$ cat src/rtl/tgadec_pkg.sv
// Shared types and constants of the TGA 32-bit truecolor stream decoder.
`default_nettype none
package tgadec_pkg;

  localparam int unsigned QUEUE_DEPTH = 2;
  localparam int unsigned OUT_TDATA_W = 104;

  localparam logic [4:0] HDR_LEN_LAST = 5'd17;
  localparam logic [4:0] HB_ID_LEN    = 5'd0;
  localparam logic [4:0] HB_CMAP_TYPE = 5'd1;
  localparam logic [4:0] HB_IMG_TYPE  = 5'd2;
  localparam logic [4:0] HB_W_LO      = 5'd12;
  localparam logic [4:0] HB_W_HI      = 5'd13;
  localparam logic [4:0] HB_H_LO      = 5'd14;
  localparam logic [4:0] HB_H_HI      = 5'd15;
  localparam logic [4:0] HB_DEPTH     = 5'd16;
  localparam logic [4:0] HB_DESC      = 5'd17;

  localparam logic [7:0] CMAP_NONE     = 8'd0;
  localparam logic [7:0] TYPE_TRUECOL  = 8'd2;
  localparam logic [7:0] DEPTH_32      = 8'd32;
  localparam int unsigned DESC_TOP_BIT = 5;

  localparam logic [1:0] ERR_NONE   = 2'd0;
  localparam logic [1:0] ERR_FORMAT = 2'd1;
  localparam logic [1:0] ERR_TRUNC  = 2'd2;

  typedef enum logic [1:0] {
    KIND_HEADER = 2'd0,
    KIND_PIXEL  = 2'd1,
    KIND_ERROR  = 2'd2
  } kind_t;

  // One command from the parser to the address generator.
  typedef struct packed {
    kind_t       kind;
    logic [1:0]  error_code;
    logic [15:0] image_width;
    logic [15:0] image_height;
    logic        rows_top_down;
    logic        last_pixel;
    logic        row_end;
    logic [31:0] pixel_rgba;
  } cmd_t;

endpackage
`default_nettype wire

$ cat src/rtl/tgadec_front.sv
// Byte parser: header capture, format check, ID skip and pixel assembly.
`default_nettype none
module tgadec_front (
  input  wire logic             clk,
  input  wire logic             rst_n,
  input  wire logic             in_tvalid,
  output logic                  in_tready,
  input  wire logic [7:0]       in_tdata,
  input  wire logic             in_tuser,
  input  wire logic             q_full,
  output logic                  q_push,
  output tgadec_pkg::cmd_t      q_cmd
);

  typedef enum logic [2:0] {
    PH_HEADER,
    PH_ID_SKIP,
    PH_PIXELS,
    PH_DONE,
    PH_ERROR
  } phase_t;

  phase_t      phase_r, phase_nxt;
  logic [4:0]  hdr_cnt_r, hdr_cnt_nxt;
  logic [7:0]  id_len_r, id_len_nxt;
  logic [7:0]  id_left_r, id_left_nxt;
  logic [15:0] width_r, width_nxt;
  logic [15:0] height_r, height_nxt;
  logic        bad_r, bad_nxt;
  logic [1:0]  pix_cnt_r, pix_cnt_nxt;
  logic [23:0] partial_r, partial_nxt;
  logic [15:0] col_r, col_nxt;
  logic [15:0] row_r, row_nxt;

  logic        accept;
  logic        top_new;
  logic        empty;
  logic        col_end;
  logic        row_end;
  logic [16:0] col_inc;
  logic [16:0] row_inc;

  assign in_tready = !q_full;
  assign accept    = in_tvalid && in_tready;
  assign top_new   = in_tdata[tgadec_pkg::DESC_TOP_BIT];
  assign empty     = (width_r == 16'd0) || (height_r == 16'd0);
  assign col_inc   = {1'b0, col_r} + 17'd1;
  assign row_inc   = {1'b0, row_r} + 17'd1;
  assign col_end   = col_inc >= {1'b0, width_r};
  assign row_end   = row_inc >= {1'b0, height_r};

  always_comb begin
    phase_nxt   = phase_r;
    hdr_cnt_nxt = hdr_cnt_r;
    id_len_nxt  = id_len_r;
    id_left_nxt = id_left_r;
    width_nxt   = width_r;
    height_nxt  = height_r;
    bad_nxt     = bad_r;
    pix_cnt_nxt = pix_cnt_r;
    partial_nxt = partial_r;
    col_nxt     = col_r;
    row_nxt     = row_r;
    q_push      = 1'b0;
    q_cmd       = '0;

    if (accept) begin
      if (in_tuser) begin
        // End of stream: flag a short file if one is still open, then start over for the next one.
        q_push           = phase_r inside {PH_HEADER, PH_ID_SKIP, PH_PIXELS};
        q_cmd.kind       = tgadec_pkg::KIND_ERROR;
        q_cmd.error_code = tgadec_pkg::ERR_TRUNC;
        phase_nxt   = PH_HEADER;
        hdr_cnt_nxt = 5'd0;
        id_len_nxt  = 8'd0;
        id_left_nxt = 8'd0;
        width_nxt   = 16'd0;
        height_nxt  = 16'd0;
        bad_nxt     = 1'b0;
        pix_cnt_nxt = 2'd0;
        partial_nxt = 24'd0;
        col_nxt     = 16'd0;
        row_nxt     = 16'd0;
      end else begin
        case (phase_r)
          PH_HEADER: begin
            hdr_cnt_nxt = hdr_cnt_r + 5'd1;
            case (hdr_cnt_r)
              tgadec_pkg::HB_ID_LEN:    id_len_nxt = in_tdata;
              tgadec_pkg::HB_CMAP_TYPE: bad_nxt = bad_r || (in_tdata != tgadec_pkg::CMAP_NONE);
              tgadec_pkg::HB_IMG_TYPE:  bad_nxt = bad_r || (in_tdata != tgadec_pkg::TYPE_TRUECOL);
              tgadec_pkg::HB_W_LO:      width_nxt[7:0] = in_tdata;
              tgadec_pkg::HB_W_HI:      width_nxt[15:8] = in_tdata;
              tgadec_pkg::HB_H_LO:      height_nxt[7:0] = in_tdata;
              tgadec_pkg::HB_H_HI:      height_nxt[15:8] = in_tdata;
              tgadec_pkg::HB_DEPTH:     bad_nxt = bad_r || (in_tdata != tgadec_pkg::DEPTH_32);
              default: ;
            endcase
            if (hdr_cnt_r == tgadec_pkg::HDR_LEN_LAST) begin
              q_push = 1'b1;
              if (bad_r) begin
                q_cmd.kind       = tgadec_pkg::KIND_ERROR;
                q_cmd.error_code = tgadec_pkg::ERR_FORMAT;
                phase_nxt        = PH_ERROR;
              end else begin
                q_cmd.kind          = tgadec_pkg::KIND_HEADER;
                q_cmd.image_width   = width_r;
                q_cmd.image_height  = height_r;
                q_cmd.rows_top_down = top_new;
                q_cmd.last_pixel    = empty;
                col_nxt     = 16'd0;
                row_nxt     = 16'd0;
                pix_cnt_nxt = 2'd0;
                partial_nxt = 24'd0;
                if (empty) begin
                  phase_nxt = PH_DONE;
                end else begin
                  id_left_nxt = id_len_r;
                  phase_nxt   = (id_len_r != 8'd0) ? PH_ID_SKIP : PH_PIXELS;
                end
              end
            end
          end
          PH_ID_SKIP: begin
            id_left_nxt = id_left_r - 8'd1;
            if (id_left_r == 8'd1) begin
              phase_nxt = PH_PIXELS;
            end
          end
          PH_PIXELS: begin
            if (pix_cnt_r != 2'd3) begin
              partial_nxt[pix_cnt_r*8 +: 8] = in_tdata;
              pix_cnt_nxt = pix_cnt_r + 2'd1;
            end else begin
              q_push           = 1'b1;
              q_cmd.kind       = tgadec_pkg::KIND_PIXEL;
              q_cmd.pixel_rgba = {partial_r[23:16], partial_r[15:8], partial_r[7:0], in_tdata};
              q_cmd.last_pixel = col_end && row_end;
              q_cmd.row_end    = col_end;
              pix_cnt_nxt      = 2'd0;
              partial_nxt      = 24'd0;
              if (col_end && row_end) begin
                phase_nxt = PH_DONE;
              end else if (col_end) begin
                col_nxt = 16'd0;
                row_nxt = row_r + 16'd1;
              end else begin
                col_nxt = col_r + 16'd1;
              end
            end
          end
          default: ;
        endcase
      end
    end
  end

  always_ff @(posedge clk) begin
    if (!rst_n) begin
      phase_r   <= PH_HEADER;
      hdr_cnt_r <= 5'd0;
      id_len_r  <= 8'd0;
      id_left_r <= 8'd0;
      width_r   <= 16'd0;
      height_r  <= 16'd0;
      bad_r     <= 1'b0;
      pix_cnt_r <= 2'd0;
      partial_r <= 24'd0;
      col_r     <= 16'd0;
      row_r     <= 16'd0;
    end else begin
      phase_r   <= phase_nxt;
      hdr_cnt_r <= hdr_cnt_nxt;
      id_len_r  <= id_len_nxt;
      id_left_r <= id_left_nxt;
      width_r   <= width_nxt;
      height_r  <= height_nxt;
      bad_r     <= bad_nxt;
      pix_cnt_r <= pix_cnt_nxt;
      partial_r <= partial_nxt;
      col_r     <= col_nxt;
      row_r     <= row_nxt;
    end
  end

endmodule
`default_nettype wire

$ cat src/rtl/tgadec_fifo.sv
// Small command queue between the parser and the address generator.
`default_nettype none
module tgadec_fifo #(
  parameter int unsigned Depth = tgadec_pkg::QUEUE_DEPTH
) (
  input  wire logic                     clk,
  input  wire logic                     rst_n,
  input  wire logic                     push,
  input  wire tgadec_pkg::cmd_t         push_cmd,
  input  wire logic                     pop,
  output logic                          full,
  output logic                          not_empty,
  output tgadec_pkg::cmd_t              head_cmd,
  output logic [$clog2(Depth+1)-1:0]    count
);

  localparam int unsigned PtrW = (Depth > 1) ? $clog2(Depth) : 1;
  localparam int unsigned CntW = $clog2(Depth + 1);

  tgadec_pkg::cmd_t mem_r [Depth];
  logic [PtrW-1:0]  wr_ptr_r, wr_ptr_nxt;
  logic [PtrW-1:0]  rd_ptr_r, rd_ptr_nxt;
  logic [CntW-1:0]  count_r, count_nxt;
  logic             do_push;
  logic             do_pop;

  assign full      = count_r == CntW'(Depth);
  assign not_empty = count_r != '0;
  assign head_cmd  = mem_r[rd_ptr_r];
  assign count     = count_r;
  assign do_push   = push && !full;
  assign do_pop    = pop && not_empty;

  always_comb begin
    wr_ptr_nxt = wr_ptr_r;
    rd_ptr_nxt = rd_ptr_r;
    count_nxt  = count_r;
    if (do_push) begin
      wr_ptr_nxt = (wr_ptr_r == PtrW'(Depth - 1)) ? '0 : wr_ptr_r + PtrW'(1);
    end
    if (do_pop) begin
      rd_ptr_nxt = (rd_ptr_r == PtrW'(Depth - 1)) ? '0 : rd_ptr_r + PtrW'(1);
    end
    if (do_push && !do_pop) begin
      count_nxt = count_r + CntW'(1);
    end else if (do_pop && !do_push) begin
      count_nxt = count_r - CntW'(1);
    end
  end

  always_ff @(posedge clk) begin
    if (do_push) begin
      mem_r[wr_ptr_r] <= push_cmd;
    end
  end

  always_ff @(posedge clk) begin
    if (!rst_n) begin
      wr_ptr_r <= '0;
      rd_ptr_r <= '0;
      count_r  <= '0;
    end else begin
      wr_ptr_r <= wr_ptr_nxt;
      rd_ptr_r <= rd_ptr_nxt;
      count_r  <= count_nxt;
    end
  end

endmodule
`default_nettype wire

$ cat src/rtl/tgadec_back.sv
// Address generator and output register: row base, column and result formatting.
`default_nettype none
module tgadec_back (
  input  wire logic                                  clk,
  input  wire logic                                  rst_n,
  input  wire logic                                  q_not_empty,
  input  wire tgadec_pkg::cmd_t                      q_head,
  output logic                                       q_pop,
  output logic                                       out_tvalid,
  input  wire logic                                  out_tready,
  output logic [tgadec_pkg::OUT_TDATA_W-1:0]         out_tdata,
  output logic [1:0]                                 out_tuser,
  output logic                                       out_tlast
);

  logic        out_valid_r, out_valid_nxt;
  logic [1:0]  kind_r, kind_nxt;
  logic [1:0]  err_r, err_nxt;
  logic [15:0] o_width_r, o_width_nxt;
  logic [15:0] o_height_r, o_height_nxt;
  logic        o_top_r, o_top_nxt;
  logic [31:0] rgba_r, rgba_nxt;
  logic [31:0] addr_r, addr_nxt;
  logic        last_r, last_nxt;

  logic [15:0] width_r, width_nxt;
  logic        top_r, top_nxt;
  logic [15:0] col_r, col_nxt;
  logic [31:0] row_base_r, row_base_nxt;

  logic [15:0] height_m1;
  logic [31:0] bottom_base;

  assign q_pop       = q_not_empty && (!out_valid_r || out_tready);
  assign height_m1   = q_head.image_height - 16'd1;
  assign bottom_base = {16'd0, height_m1} * {16'd0, q_head.image_width};

  always_comb begin
    out_valid_nxt = out_valid_r;
    kind_nxt      = kind_r;
    err_nxt       = err_r;
    o_width_nxt   = o_width_r;
    o_height_nxt  = o_height_r;
    o_top_nxt     = o_top_r;
    rgba_nxt      = rgba_r;
    addr_nxt      = addr_r;
    last_nxt      = last_r;
    width_nxt     = width_r;
    top_nxt       = top_r;
    col_nxt       = col_r;
    row_base_nxt  = row_base_r;

    if (out_valid_r && out_tready) begin
      out_valid_nxt = 1'b0;
    end
    if (q_pop) begin
      out_valid_nxt = 1'b1;
      kind_nxt      = q_head.kind;
      err_nxt       = tgadec_pkg::ERR_NONE;
      o_width_nxt   = 16'd0;
      o_height_nxt  = 16'd0;
      o_top_nxt     = 1'b0;
      rgba_nxt      = 32'd0;
      addr_nxt      = 32'd0;
      last_nxt      = 1'b0;
      case (q_head.kind)
        tgadec_pkg::KIND_HEADER: begin
          o_width_nxt  = q_head.image_width;
          o_height_nxt = q_head.image_height;
          o_top_nxt    = q_head.rows_top_down;
          last_nxt     = q_head.last_pixel;
          width_nxt    = q_head.image_width;
          top_nxt      = q_head.rows_top_down;
          col_nxt      = 16'd0;
          // A bottom-up file starts at the last frame row.
          row_base_nxt = q_head.rows_top_down ? 32'd0 : bottom_base;
        end
        tgadec_pkg::KIND_PIXEL: begin
          rgba_nxt = q_head.pixel_rgba;
          addr_nxt = row_base_r + {16'd0, col_r};
          last_nxt = q_head.last_pixel;
          if (q_head.row_end) begin
            col_nxt      = 16'd0;
            row_base_nxt = top_r ? row_base_r + {16'd0, width_r}
                                 : row_base_r - {16'd0, width_r};
          end else begin
            col_nxt = col_r + 16'd1;
          end
        end
        default: begin
          err_nxt = q_head.error_code;
        end
      endcase
    end
  end

  always_ff @(posedge clk) begin
    if (!rst_n) begin
      out_valid_r <= 1'b0;
    end else begin
      out_valid_r <= out_valid_nxt;
    end
    kind_r     <= kind_nxt;
    err_r      <= err_nxt;
    o_width_r  <= o_width_nxt;
    o_height_r <= o_height_nxt;
    o_top_r    <= o_top_nxt;
    rgba_r     <= rgba_nxt;
    addr_r     <= addr_nxt;
    last_r     <= last_nxt;
    width_r    <= width_nxt;
    top_r      <= top_nxt;
    col_r      <= col_nxt;
    row_base_r <= row_base_nxt;
  end

  assign out_tvalid = out_valid_r;
  assign out_tuser  = kind_r;
  assign out_tlast  = last_r;
  assign out_tdata  = {5'd0, addr_r, rgba_r, o_top_r, o_height_r, o_width_r, err_r};

endmodule
`default_nettype wire

$ cat src/rtl/tga_bgra32_stream_decoder.sv
// Top level of the TGA 32-bit truecolor stream decoder.
//
// Channel | Direction | Payload
// in_     | slave     | tdata: byte_value[7:0]; tuser: func (1 = end of stream)
// out_    | master    | tdata: error_code, image_width, image_height, rows_top_down,
//         |           |        pixel_rgba, pixel_address; tuser: kind; tlast: last_pixel
//
// One byte is accepted every cycle while the queue is not full. The parser pushes a
// command into the queue at the edge that accepts the byte; the address generator loads
// the output register from the queue head when it is empty or its result is taken.
// The row base is updated by one add or subtract per row.
// Reset is synchronous and clears the parser, queue pointers and output valid flag.
// The queue absorbs short output stalls; in_tready falls only when it is full.
`default_nettype none
module tga_bgra32_stream_decoder #(
  parameter int unsigned QueueDepth = tgadec_pkg::QUEUE_DEPTH
) (
  input  wire logic                               clk,
  input  wire logic                               rst_n,
  input  wire logic                               in_tvalid,
  output logic                                    in_tready,
  input  wire logic [7:0]                         in_tdata,   // [7:0] byte_value
  input  wire logic                               in_tuser,   // [0] func
  output logic                                    out_tvalid,
  input  wire logic                               out_tready,
  // [1:0] error_code, [17:2] image_width, [33:18] image_height, [34] rows_top_down,
  // [66:35] pixel_rgba, [98:67] pixel_address, [103:99] zero
  output logic [tgadec_pkg::OUT_TDATA_W-1:0]      out_tdata,
  output logic [1:0]                              out_tuser,  // [1:0] kind
  output logic                                    out_tlast
);

  tgadec_pkg::cmd_t              push_cmd;
  tgadec_pkg::cmd_t              head_cmd;
  logic                          q_push;
  logic                          q_pop;
  logic                          q_full;
  logic                          q_not_empty;
  logic [$clog2(QueueDepth+1)-1:0] q_count;

  tgadec_front u_front (
    .clk       (clk),
    .rst_n     (rst_n),
    .in_tvalid (in_tvalid),
    .in_tready (in_tready),
    .in_tdata  (in_tdata),
    .in_tuser  (in_tuser),
    .q_full    (q_full),
    .q_push    (q_push),
    .q_cmd     (push_cmd)
  );

  tgadec_fifo #(
    .Depth (QueueDepth)
  ) u_fifo (
    .clk       (clk),
    .rst_n     (rst_n),
    .push      (q_push),
    .push_cmd  (push_cmd),
    .pop       (q_pop),
    .full      (q_full),
    .not_empty (q_not_empty),
    .head_cmd  (head_cmd),
    .count     (q_count)
  );

  tgadec_back u_back (
    .clk         (clk),
    .rst_n       (rst_n),
    .q_not_empty (q_not_empty),
    .q_head      (head_cmd),
    .q_pop       (q_pop),
    .out_tvalid  (out_tvalid),
    .out_tready  (out_tready),
    .out_tdata   (out_tdata),
    .out_tuser   (out_tuser),
    .out_tlast   (out_tlast)
  );

  // The queue never holds more commands than it has entries.
  a_queue_bound: assert property (@(posedge clk) disable iff (!rst_n)
    q_count <= $bits(q_count)'(QueueDepth))
    else $error("command queue overflow");

  // A header that does not end the image must carry a nonzero size.
  a_header_size: assert property (@(posedge clk) disable iff (!rst_n)
    out_tvalid && (out_tuser == tgadec_pkg::KIND_HEADER) && !out_tlast
      |-> (out_tdata[17:2] != 16'd0) && (out_tdata[33:18] != 16'd0))
    else $error("header result with empty size but no last flag");

  // Error results never close an image and always carry a code.
  a_error_fields: assert property (@(posedge clk) disable iff (!rst_n)
    out_tvalid && (out_tuser == tgadec_pkg::KIND_ERROR)
      |-> !out_tlast && (out_tdata[1:0] != tgadec_pkg::ERR_NONE))
    else $error("malformed error result");

  // Nothing is pushed while the queue is full.
  a_no_push_full: assert property (@(posedge clk) disable iff (!rst_n)
    q_full |-> !in_tready)
    else $error("input accepted with queue full");

endmodule
`default_nettype wire

$ cat config.mk
export PLATFORM = sky130hd
export DESIGN_NAME = tga_bgra32_stream_decoder
export DESIGN_NICKNAME = d
export VERILOG_FILES = /design/src/rtl/tgadec_pkg.sv /design/src/rtl/tgadec_front.sv /design/src/rtl/tgadec_fifo.sv /design/src/rtl/tgadec_back.sv /design/src/rtl/tga_bgra32_stream_decoder.sv
export SDC_FILE = /design/constraint.sdc
export NUM_CORES = 1
export LEC_CHECK = 0
export BUFFER_PORTS_ARGS = -buffer_cell sky130_fd_sc_hd__buf_2
export CORE_ASPECT_RATIO = 1.5
export CORE_MARGIN = 8
export CORE_UTILIZATION = 43
export DETAILED_ROUTE_END_ITERATION = 8
export PLACE_DENSITY = 0.62
export SYNTH_ARGS = -nofsm -noshare
export SYNTH_HDL_FRONTEND = slang
export SYNTH_SLANG_ARGS = --single-unit
export TNS_END_PERCENT = 10
$ cat constraint.sdc
create_clock -name clk -period 10.74 [get_ports clk]
set_input_delay 0 -clock clk [delete_from_list [all_inputs] [get_ports clk]]
set_output_delay 0 -clock clk [all_outputs]
set_load 0.03 [all_outputs]
Word-level counts from Yosys, hierarchy flattened
Memories as Yosys holds them, arrays and structs flattened. A register that Yosys moved wholly into a read port is not among the register bits.
Index checks and enable logic that the tools add are counted.
{"block": "totals", "in_bits": 13, "elab_cells": 219, "latch_bits": 0, "ram_bits": 142, "romBits": 0, "n_memories": 1, "reg_bits": 287, "output_inout_bits": 109}
{"block": "classes", "bitwise": 0, "shifts": 2, "n_lt_le_gt_ge": 2, "n_eq_ne": 25, "muxes": 87, "addsub": 17, "n_reduce_logical": 55, "n_div": 0, "multipliers": 1}
{"memory": "u_fifo.mem_r", "depth": 2, "width": 71, "rd": 1, "rd_ports_with_merged_regs": 1, "wr": 1, "line_no": "tgadec_fifo.sv:20", "source": "tgadec_pkg::cmd_t mem_r [Depth];"}
{"cell": "$mux W16", "n": 15}
{"cell": "$mux W24", "n": 4}
{"cell": "$mux W32", "n": 3}
{"cell": "$pmux W16 S2", "n": 3}
{"cell": "$mux W8", "n": 11}
{"cell": "$mux W71", "n": 1}
{"cell": "$mux W34", "n": 2}
{"cell": "$mux W67", "n": 1}
{"cell": "$add A32 B16 Y32", "n": 2}
{"cell": "$pmux W32 S2", "n": 1}
{"cell": "$add A16 B1 Y16 const B", "n": 3}
{"cell": "$pmux W24 S2", "n": 1}
{"cell": "$mux W38", "n": 1}
{"cell": "$mux W35", "n": 1}
{"cell": "$add A16 B1 Y17 const B", "n": 2}
{"cell": "$ge A17 B16 Y1", "n": 2}
{"cell": "$neg A5 Y34", "n": 1}
{"cell": "$shift A8 B34 Y24 const A", "n": 1}
{"cell": "$shiftx A8 B34 Y24", "n": 1}
{"cell": "$mux W33", "n": 1}
{"cell": "$logic_not A16 Y1", "n": 2}
{"cell": "$mul A16 B16 Y32", "n": 1}
{"cell": "$sub A32 B16 Y32", "n": 1}
{"cell": "$bwmux W24", "n": 1}
{"cell": "other kinds (47)", "n": 127}

Longest topological paths before layout
{"block": "depth", "ltp_word": 10, "depth_mapped": 35}

By module
A second synthesis with hierarchy kept.
{"block": "hier_totals", "hier_cells": 2923, "hier_area_um2": 30106.4}
{"module": "tgadec_back", "cells_per_inst": 1847, "area_each_um2": 17977.2, "seq_area_each_um2": 5034.8, "n_inst": 1}
{"module": "tgadec_front", "cells_per_inst": 830, "area_each_um2": 6771.5, "seq_area_each_um2": 2302.2, "n_inst": 1}
{"module": "tgadec_fifo", "cells_per_inst": 246, "area_each_um2": 5357.6, "seq_area_each_um2": 4364.2, "n_inst": 1}

Worst setup path after synthesis
OpenSTA, ideal clock, no wires.
{"block": "synth_timing", "path_kind": "reg2reg", "startpoint": "reg with a tool-made name", "endpoint": "reg u_back.row_base_r[26] (data pin)", "n_path_buf": 6, "setup_ns": 0.273, "arrival_time_ns": 8.369, "slack_ns": 2.098, "required_time_ns": 10.467, "stages_incl_launch_ff": 35, "cell_sequence": "dfxtp_1 > buf_6 > buf_2 > buf_2 > buf_2 > buf_2 > mux2i_1 > ha_1 > o21ai_1 > or2_1 > buf_2 > nor3_2 > and2b_1 > nand3_1 > xor2_1 > nand2_1 > fa_1 > fa_1 > inv_1 > fa_1 > fa_1 > fa_1 > inv_1 > fa_1 > inv_1 > ha_1 > a21o_1 > a21o_1 > a21oi_1 > o31ai_1 > a21oi_1 > o21ai_0 > a21boi_0 > xor2_1 > o32ai_1"}
{"item": "to (signal assigned)", "line_no": "tgadec_back.sv:114", "source": "row_base_r <= row_base_nxt;"}
{"item": "to (decl)", "line_no": "tgadec_back.sv:29", "source": "logic [31:0] row_base_r, row_base_nxt;"}

==> results.txt <==
----------------------------------------------------
[Routing]
  Number of vias per cell after detailed routing ... 5.569
  Iter 0 DRT Violations ... 1435
  DRC violation count after routing ... 0
  Number of nets with antenna violations after detailed routing ... 0
  Final routed wire length divided by cell count ... 20.37 µm
  Total number of vias ... 22325
  Final wirelength ... 81660 µm
  First-pass detailed-route iteration total ... 7

[Logic synthesis]
  Share of the yosys chip area belonging to registers ... 39.16%
  Synthesized area per cell ... 10.06 µm²
  Number of distinct standard cells referenced by the synthesized netlist ... 94
  Asr flop ratio synth ... 0%
  Total standard cell area after synthesis ... roughly 30000 µm²
  Cell types with the largest area share after synthesis ... sky130_fd_sc_hd__edfxtp_1 (31%), sky130_fd_sc_hd__fa_1 (13%), sky130_fd_sc_hd__ha_1 (8.5%), sky130_fd_sc_hd__dfxtp_1 (8.1%), sky130_fd_sc_hd__nor2_1 (5.0%)
  Leading register cell type out of synthesis ... sky130_fd_sc_hd__edfxtp_1
  Fraction of post-synthesis cell area in the top cell type by area ... a little under a third
  Cell type contributing the most total cell area after synthesis ... sky130_fd_sc_hd__edfxtp_1
  Total of flip-flops plus latches after synthesis ... between 400 and 500
  Synthesized instance count ... ~3000
  Total of warnings raised by yosys ... 0
  Count of flip-flops with a built-in enable after synthesis ... 309

[Worst setup path]
  CP startpoint kind ... register
  Delay of the slowest cell on the worst path ... 750 ps
  Cells on worst reg2reg path ... 29
  Flop-to-flop setup slack ... 1450 ps
  Critical path fanouts, max ... 46
  Slowest stage cell on the critical path ... sky130_fd_sc_hd__xor2_1
  Most used cell, CP ... sky130_fd_sc_hd__fa_1
  Required arrival time at the worst endpoint ... between 10000 and 15000 ps
  Critical Path End Type ... register
  Critical Path AT ... 9560 ps
  Reg-to-Reg End ... u_back.row_base_r[26]
  Worst Path Class, Setup ... register to register

[Min path]
  Hold-critical path depth ... 4
  Path class of the lowest-slack min-delay path ... input pin to register
  Hold path start ... in_tuser
  End of the worst hold path ... u_front.hdr_cnt_r[4]

[Clocking]
  Clock tree buffer depth ... 3
  CTS HTree Levels ... 2
  CTS tree ... built
  Clock network latency to the later pin of the worst-skew pair ... 620 ps
  Root buffer cell ... sky130_fd_sc_hd__clkbuf_16
  Clock buffer count from CTS ... 44
  Clock sink count ... 430
  Clock transition at path regs ... 60 ps

[Placed design]
  # port buffers ... 116
  Final weighted congestion of routability-driven global placement ... 0.9155
  DP Wirelength ... 62130 µm

[STA]
  Worst clock skew ... ~62 ps
  Maximum frequency from static timing analysis ... 107.7 MHz
  Total count of hold-check failures in the final report ... 0
  Setup repair after global routing missed its margin ... no
  Slew of the pin with the lowest slew margin ... between 1000 and 1500 ps
  Final critical-path share of the clock period ... 86.46%
  Total negative slack ... 0 ps
  Time the worst path needs with I/O delays and setup ... 9286 ps
  Final slew viol count ... 0
  Final setup violation count ... 0
  Hold slack ... 289.1 ps
  Max transition margin ... 18.39%

[GRT]
  Global route total overflow ... 0
  First-pass GRT wire length ... 129000 µm
  Maximum number of pins on one net before global-route repair ... 94
  Via count of the first global-routing pass ... 23629
  Antenna violations before repair ... 0
  Global-route usage over all layers ... 20.57%

[Floorplanning]
  Die outline width ... 231.2 µm
  # rows ... 118
  Die footprint ... 78350 µm²
  Placeable Area ... just under 70000 µm²
  Initial standard-cell utilization of the core ... 43.33%
  Die Height ... roughly 340 µm
  Count of pins on the block boundary ... between 100 and 150

[Run status]
  Status ... finished, final reports clean

[Cells and area]
  Fraction of final layout cells sized beyond drive strength 1 ... 9.234%
  Total Nets Final ... between 3000 and 4000
  Leading cell type in the layout, fill and taps excluded ... sky130_fd_sc_hd__nor2_1
  Commonest non-fill, non-tap cells in the layout ... sky130_fd_sc_hd__nor2_1 (392), sky130_fd_sc_hd__inv_1 (310), sky130_fd_sc_hd__edfxtp_1 (309)
  Layout Area Growth over Synthesis ... 10.85%

[Job]
  Number of max-cap violations ... 0

----------------------------------------------------
[worst max-delay path, delay by kind of cell, from the launching register on]
family,cells,cell delay [ps]
adders and majority gates,8,3570
xor gates and xnor gates,2,930
buffers and inverters,4,290
DFF,1,740
and+or+nand+nor,5,1180
AOI/OAI and AO/OA,9,1730
muxes,1,450
[cell usage after synthesis (all sizes together), types with 5 or more instances]
master,n
nor2,397
inv,310
edfxtp,309
nand2,236
ha,202
fa,196
a21oi,123
dfxtp,121
xor2,94
clkbuf,81
mux2i,73
o21ai,69
nand3,67
xnor2,67
and2,56
nor3,53
a22oi,49
a21o,48
nor4,46
and3,38
buf,35
nand2b,22
o22ai,22
a31oi,21
nand4,20
o21a,19
o31ai,16
o211ai,15
a211oi,14
or2,14
o21bai,13
nor2b,11
or3,11
a31o,9
clkinv,6
mux2,6
nand3b,6
nor3b,6
o32ai,6
o41ai,6
a2111oi,5
a22o,5
[cells by family after synthesis]
logic type | share of synthesized area, %
simple gates | 15.38
compound gates | 10.67
buf+inv | 5.687
flops | 39.16
fa+ha+maj | 21.59
xor+xnor | 4.808
mux | 2.684
other cells | 0.01255
[sequential cells by signal, indices dropped and copies added (netlist names), 8 cells and up, named ones only]
name,count
u_back.addr_r,32
u_back.col_r,16
u_back.o_height_r,16
u_back.o_width_r,16
u_back.rgba_r,32
u_back.row_base_r,32
u_back.width_r,16
u_fifo.mem_r,142
u_front.col_r,16
u_front.height_r,16
u_front.id_left_r,8
u_front.id_len_r,8
u_front.partial_r,24
u_front.row_r,16
u_front.width_r,16
[timing repair]
action,in CTS,in global routing
hold buffers,11,0
buffers inserted,0,0
hold endpoints to repair,102,0
gates resized for setup,0,0
[cell type report]
| type | instances | area, µm² |
|---|---|---|
| Fill cell | 6322 | 35830 |
| Multi-Input combinational cell | 2112 | 16540 |
| Sequential cell | 430 | 11710 |
| Inverter | 316 | 1187 |
| Clock buffer | 53 | 1166 |
| Tap cell | 900 | 1126 |
| Timing Repair Buffer | 168 | 998.5 |
| Clock inverter | 29 | 391.6 |
| Antenna cell | 1 | 2.502 |
[per-stage QoR]
step	utilization, %	instances	area, µm²	setup slack, ps
final	48.03	4009	33120	1454
after CTS	48.03	4008	33120	1422
after floorplan	-	2974	29890	2098
after global placement	45.61	3915	31450	1659
after global routing	48.03	4008	33120	879.5
after detailed placement	45.61	3915	31450	1455
[how the worst max path moves through the flow]
stage / start / endpoint / slack, ps / cells past startpoint
6_report: register / u_back.row_base_r[26] / 1450 / 29
5_1_grt: register / u_back.row_base_r[26] / 880 / 29
4_1_cts: register / u_back.row_base_r[26] / 1420 / 29
3_5_place_dp: register / u_back.row_base_r[26] / 1450 / 29
3_3_place_gp: register / u_back.row_base_r[26] / 1660 / 29
2_1_floorplan: register / u_back.row_base_r[26] / 2100 / 34
[metal layers]
layer / global-route usage [%] / part of all wire [%] / routed length [µm] / vias to the layer above
met5: 0 / 0 / 0 / -
met4: 9.864 / 4.9 / 4015 / 0
met3: 2.604 / 4.5 / 3657 / 215
met2: 38.70 / 53 / 43620 / 670
met1: 22.30 / 37 / 30370 / 11002
li1: - / - / - / 10438
Power is left out: the tool's default activity adds up to more than one toggle a clock period on the data nets, which glitch-free logic cannot reach.
